`src/design/stbs_pkg.sv`:
```
// stbs_pkg: constants, codes, types and helpers shared by the sorted table search unit
// no dependencies; compiled before every other design file
`default_nettype none

package stbs_pkg;

  localparam int TABLE_DEPTH = 1024;
  localparam int ADDR_W      = $clog2(TABLE_DEPTH);
  // lo and hi bounds run from 0 up to TABLE_DEPTH inclusive
  localparam int SPAN_W      = $clog2(TABLE_DEPTH + 1);

  localparam int KEY_W   = 32;
  localparam int INDEX_W = 10;
  localparam int COUNT_W = 11;
  localparam int POS_W   = 11;

  localparam logic REQ_WRITE = 1'b0;
  localparam logic REQ_QUERY = 1'b1;

  typedef enum logic [1:0] {
    ST_IDLE,
    ST_SEARCH,
    ST_FINISH
  } state_t;

  typedef struct packed {
    logic write;
    logic start;
    logic step;
    logic load_out;
  } dp_cmd_t;

  typedef struct packed {
    logic count_zero;
    logic last_step;
    logic out_busy;
  } dp_sts_t;

  // entry count clamped to the table depth
  function automatic logic [SPAN_W-1:0] sat_count(input logic [COUNT_W-1:0] c);
    logic [SPAN_W-1:0] r;
    if (32'(c) > 32'(TABLE_DEPTH)) begin
      r = SPAN_W'(TABLE_DEPTH);
    end else begin
      r = SPAN_W'(c);
    end
    return r;
  endfunction

endpackage

`default_nettype wire

```
`src/design/stbs_ctrl.sv`:
```
// stbs_ctrl: state machine sequencing writes, halving steps and result hand-off
// depends on stbs_pkg; commands stbs_dp
`default_nettype none

module stbs_ctrl (
  input  wire logic              clk,
  input  wire logic              rst_n,
  input  wire logic              in_valid,
  input  wire logic              in_req_type,
  output      logic              in_ready,
  input  wire stbs_pkg::dp_sts_t sts,
  output      stbs_pkg::dp_cmd_t cmd
);
  import stbs_pkg::*;

  state_t state_r, state_nxt;

  always_ff @(posedge clk) begin
    if (!rst_n) begin
      state_r <= ST_IDLE;
    end else begin
      state_r <= state_nxt;
    end
  end

  always_comb begin
    state_nxt = state_r;
    cmd       = '0;
    in_ready  = 1'b0;
    case (state_r)
      ST_IDLE: begin
        in_ready = 1'b1;
        if (in_valid) begin
          if (in_req_type == REQ_QUERY) begin
            cmd.start = 1'b1;
            state_nxt = sts.count_zero ? ST_FINISH : ST_SEARCH;
          end else begin
            cmd.write = 1'b1;
          end
        end
      end
      ST_SEARCH: begin
        cmd.step = 1'b1;
        if (sts.last_step) begin
          state_nxt = ST_FINISH;
        end
      end
      ST_FINISH: begin
        // wait for room in the result register
        if (!sts.out_busy) begin
          cmd.load_out = 1'b1;
          state_nxt    = ST_IDLE;
        end
      end
      default: begin
        state_nxt = ST_IDLE;
      end
    endcase
  end

endmodule

`default_nettype wire

```
`config.mk`:
```
export PLATFORM = sky130hd
export DESIGN_NAME = stbs_ctrl
export DESIGN_NICKNAME = d
export VERILOG_FILES = /design/src/design/stbs_pkg.sv /design/src/design/stbs_ctrl.sv
export SDC_FILE = /design/constraint.sdc
export NUM_CORES = 1
export LEC_CHECK = 0
export BUFFER_PORTS_ARGS = -buffer_cell sky130_fd_sc_hd__buf_4
export CORE_AREA = 10 10 47 49
export CTS_CLUSTER_DIAMETER = 120
export DETAILED_ROUTE_END_ITERATION = 10
export DIE_AREA = 0 0 57 59
export GPL_TIMING_DRIVEN = 1
export PLACE_DENSITY_LB_ADDON = 0.05
export SETUP_SLACK_MARGIN = 0.02
export SLEW_MARGIN = 20
export SYNTH_ARGS = -nofsm -noshare
export SYNTH_HDL_FRONTEND = slang
export SYNTH_SLANG_ARGS = --single-unit
```
`constraint.sdc`:
```
create_clock -name clk -period 1 [get_ports clk]
set_input_delay 0.05 -clock clk [delete_from_list [all_inputs] [get_ports clk]]
set_output_delay 0.05 -clock clk [all_outputs]
set_load 0.005 [all_outputs]
```
# After elaboration in Yosys (flattened, before gate mapping)
# Index checks and enable logic that the tools add are counted.
dict set report classes {
  eq_ne 6
  muxes 14
  reduce_logical 2
}
# cell n
set ops {}
lappend ops {{$mux W2} 7}
lappend ops {{$ne A2 B2 Y1 const B} 4}
lappend ops {{$mux W1} 6}
lappend ops {{$pmux W2 S3} 1}
lappend ops {{$reduce_and A4 Y1} 1}
lappend ops {{$eq A2 B1 Y1 const B} 1}
lappend ops {{$eq A2 B2 Y1 const B} 1}
lappend ops {{$logic_not A2 Y1} 1}
dict set report word_totals {
  regBits 2
  inputBits 7
  output_inout_bits 5
  word_cells 23
}

# Depth between registers and ports, before layout
dict set report depth {
  ltp_word 4
  depth_mapped 4
  mapped_depth_nobuf 3
}

# Worst setup path before layout
# No wires, ideal clock.
dict set report synth_timing {
  path_kind {reg2reg}
  start {register state_r[1]}
  end {register state_r[1]}
  setup_ns 0.116
  arrival_time_ns 0.843
  required_ns 0.884
  setup_slack_ns 0.041
  stages_incl_launch_ff 4
  path_buffers 0
  period_less_slack_ns 0.959
  path_cell_list {dfxtp_1 nor2b_1 a311oi_2 o211a_1}
}
dict set report synth_via {
  elab_chain_cells 3
  word_cells_on_any_way 9
  classes_between {6 x eq/ne; 1 x mux; 2 x reduce/logical}
}
# item line_no
set synth_rtl {}
lappend synth_rtl {{start, declared} stbs_ctrl.sv:16} ;# state_t state_r, state_nxt;
lappend synth_rtl {{start signal, assigned} stbs_ctrl.sv:22} ;# state_r <= state_nxt;
lappend synth_rtl {{$eq A2 B1 Y1 (tied with other cells)} stbs_ctrl.sv:30} ;# case (state_r)
lappend synth_rtl {{$ne A2 B2 Y1 (no line)} n/a}
lappend synth_rtl {{$reduce_and A4 Y1 (no line)} n/a}
# Several ways; a longest one is shown, not always the timed one.
# A chain may end at the register's enable or synchronous reset.

==> results_dict.tcl <==
set metrics [dict create \
    status "finished, violations left" \
    violations "setup timing" \
    endpoint_kind "primary output" \
    design.die.area_mm2 0.00336 \
    mostFrequentLayoutCell "buf_4" \
    yosys.area.top_type "dfxtp_1" \
    tritoncts "done" \
    dr.first_iter.drc_count 7 \
    count_of_final_setup_violators 3 \
    place_inst 47 \
    power_density_mw_per_mm2 1280 \
    largest_register "state_r" \
    dieHeight_um 59 \
    routed_wirelength_um 592 \
    first_global_vias 203 \
    placement.setup.worst_slack_ns 0.00390 \
    critPathLaunch "state_r[1]$_SDFFE_PN0P_" \
    grt_pass1_wl_um 910 \
    clk_pin_slew_worst_paths_ns 0.03 \
    grt_antenna_before_repair 0 \
    layout_common_cells "buf_4 (10), nor2_1 (4), clkbuf_4 (3)" \
    postCtsSetupBuffers 0 \
    power.leakage_nw 0.143 \
    nets_finish 43 \
    die-width_um 57 \
    final.setup.tns_ns -0.112 \
    reg2reg_to "state_r[1]$_SDFFE_PN0P_" \
    post_route_cells_drive_above_1_share 0.676 \
    place.port_buffers 11 \
    final_cell_count_no_fill 50 \
    globalplace.congestion 0.600 \
    worstMarginPinSlew_ns 0.255 \
    grt-ovfl-total 0 \
    yosys.area_share.adder 0 \
    grt_max_degree 11 \
    fraction_of_synthesized_area_in_multiplexers 0 \
    via_per_inst 3.90 \
    final_max_slew_viol_count 0 \
    hold_class "primary input to flop" \
    xor_and_xnor_area_share_after_synthesis 0 \
    drc_errors 0 \
    post-route-worst-setup-slack_ns -0.0576 \
    synth.net_count 27 \
    total_number_of_yosys_warnings 0 \
    timing.critical_path.required_ns 0.95 \
    placeableCoreArea_mm2 0.00140 \
    post_synth_main_area_contributors "dfxtp_1 (27%), a311oi_2 (10%), nor2_1 (10%)" \
    number_of_flip_flops_under_the_largest_register_name 2 \
    grt_use_total 0.0353 \
    timing.final.crit_period_ns 1.06 \
    max_clock_freq_mhz 945 \
    cts-root-to-sink-buffers 2 \
    detailedPlacementHpwl_um 477 \
    clock_tree.root_cell "clkbuf_4" \
    synth-seq-area-share 0.274 \
    final-hold-violation-count 0 \
    htree_levels 1 \
    syn_inst 20 \
    post_synth.cell_area_avg_um2 7.32 \
    worst_r2r_startpoint "state_r[1]$_SDFFE_PN0P_" \
    starting_density_of_the_core 0.104 \
    antenna_cells_inserted 0 \
    finalPower_mw 0.390 \
    setup.worst_path.end "cmd[1]" \
    syn_area_um2 146 \
    synth_top_family_by_area "simple AND/OR/NAND/NOR gates" \
    worstSetupStartpointType "flop" \
    power.ir.vdd_worst_mv 0.393 \
    cts_buffers 3 \
    min_period_over_period 1.06 \
    largest_driver_fanout_on_the_critical_path 5 \
    area_share_of_and_or_nand_nor_cells_after_synthesis 0.436 \
    max_slew_headroom_at_the_worst_pin 0.830 \
    crit_type "flop to primary output" \
    synth_cell_type_count 15 \
    worst_clock_skew_ns 0.00264 \
    overall_via_count_from_detail_route 195 \
    fp-row-count 14 \
    yosys_register_bits 2 \
    grt_setup_unrepaired "true" \
    cts_hold_buf 0 \
    flow.area_growth_from_synthesis_pct 108 \
    max-cap-violations 0 \
    largest_registers "state_r (2)" \
    clk-insertion-delay-late_ns 0.22 \
    synth.top_cell.area_share 0.274 \
    worst-r2r-cell-count 4 \
    drt_first_pass_iters 3 \
    drt.antenna.violating_nets 0 \
    io_pins 12 \
    clock_tree_sinks 2 \
    area_fraction_in_compound_gates_after_synthesis 0.239 \
    reg2reg_slack_ns 0.04 \
    min_path_cells 2 \
    wl_per_cell_um 11.8 \
    worst_ep_arrival_time_ns 1.01 \
]
critical path, stage by stage, from the launching register on:
cell and delay (ns):
dfxtp_4 0.36, buf_6 0.11, and2b_2 0.21, buf_6 0.11
cell type report:
cell class              instances  area (um2)
clock buffers                   3        22.5
fillers                       165        1100
inverters                       1        3.75
multi-input cells              16         115
flip-flops and latches          2        45.0
well taps                      16        20.0
repair buffers                 12        97.6
through the flow:
stage,instance area [um2],hold WS [ns],util
after global placement,253,0.314,0.180
final,304,0.0824,0.217
after floorplan,146,0.130,-
after detailed placement,253,0.314,0.180
after global routing,304,0.0972,0.217
after CTS,299,0.0751,0.213
where the power goes:
group / internal, mW / switching [mW] / total, mW
Sequential: 0.0879 / 0.0130 / 0.101
Clock: 0.132 / 0.0431 / 0.175
Combinational: 0.0686 / 0.0449 / 0.113
Total: 0.289 / 0.101 / 0.390
Yosys cell counts:
cell,count
nor2_1,4
dfxtp_1,2
nor3_1,2
a21oi_1,1
a311oi_2,1
and2b_2,1
clkbuf_1,1
inv_1,1
nand2_1,1
nand2b_1,1
nand3_1,1
nor2b_1,1
nor4b_1,1
o211a_1,1
o21ai_0,1
kinds of logic after synthesis:
group / after synthesis
AND/OR/NAND/NOR: 12
AO/OA/AOI/OAI: 4
flip-flops: 2
buffers and inverters: 2
worst min path at each step:
stage	start	end	slack, ns
global placement	rst_n	state_r[1]$_SDFFE_PN0P_	0.31
floorplan	sts[0]	cmd[0]	0.13
global route	rst_n	state_r[1]$_SDFFE_PN0P_	0.1
detailed placement	rst_n	state_r[1]$_SDFFE_PN0P_	0.31
finish	rst_n	state_r[1]$_SDFFE_PN0P_	0.08
CTS	rst_n	state_r[0]$_SDFFE_PN0P_	0.08
layer usage:
layer,global-route usage,part of all wire,vias to the layer above
li1,-,-,99
met5,0,0,-
met1,0.0354,0.45,91
met2,0.0558,0.51,5
met4,0.0201,0,0
met3,0.0215,0.047,0
what timing repair did:
action,in CTS,in global routing
pin swaps,3,0
setup endpoints to repair,6,5
gates resized for setup,8,1
(Power assumes the default switching activity.)
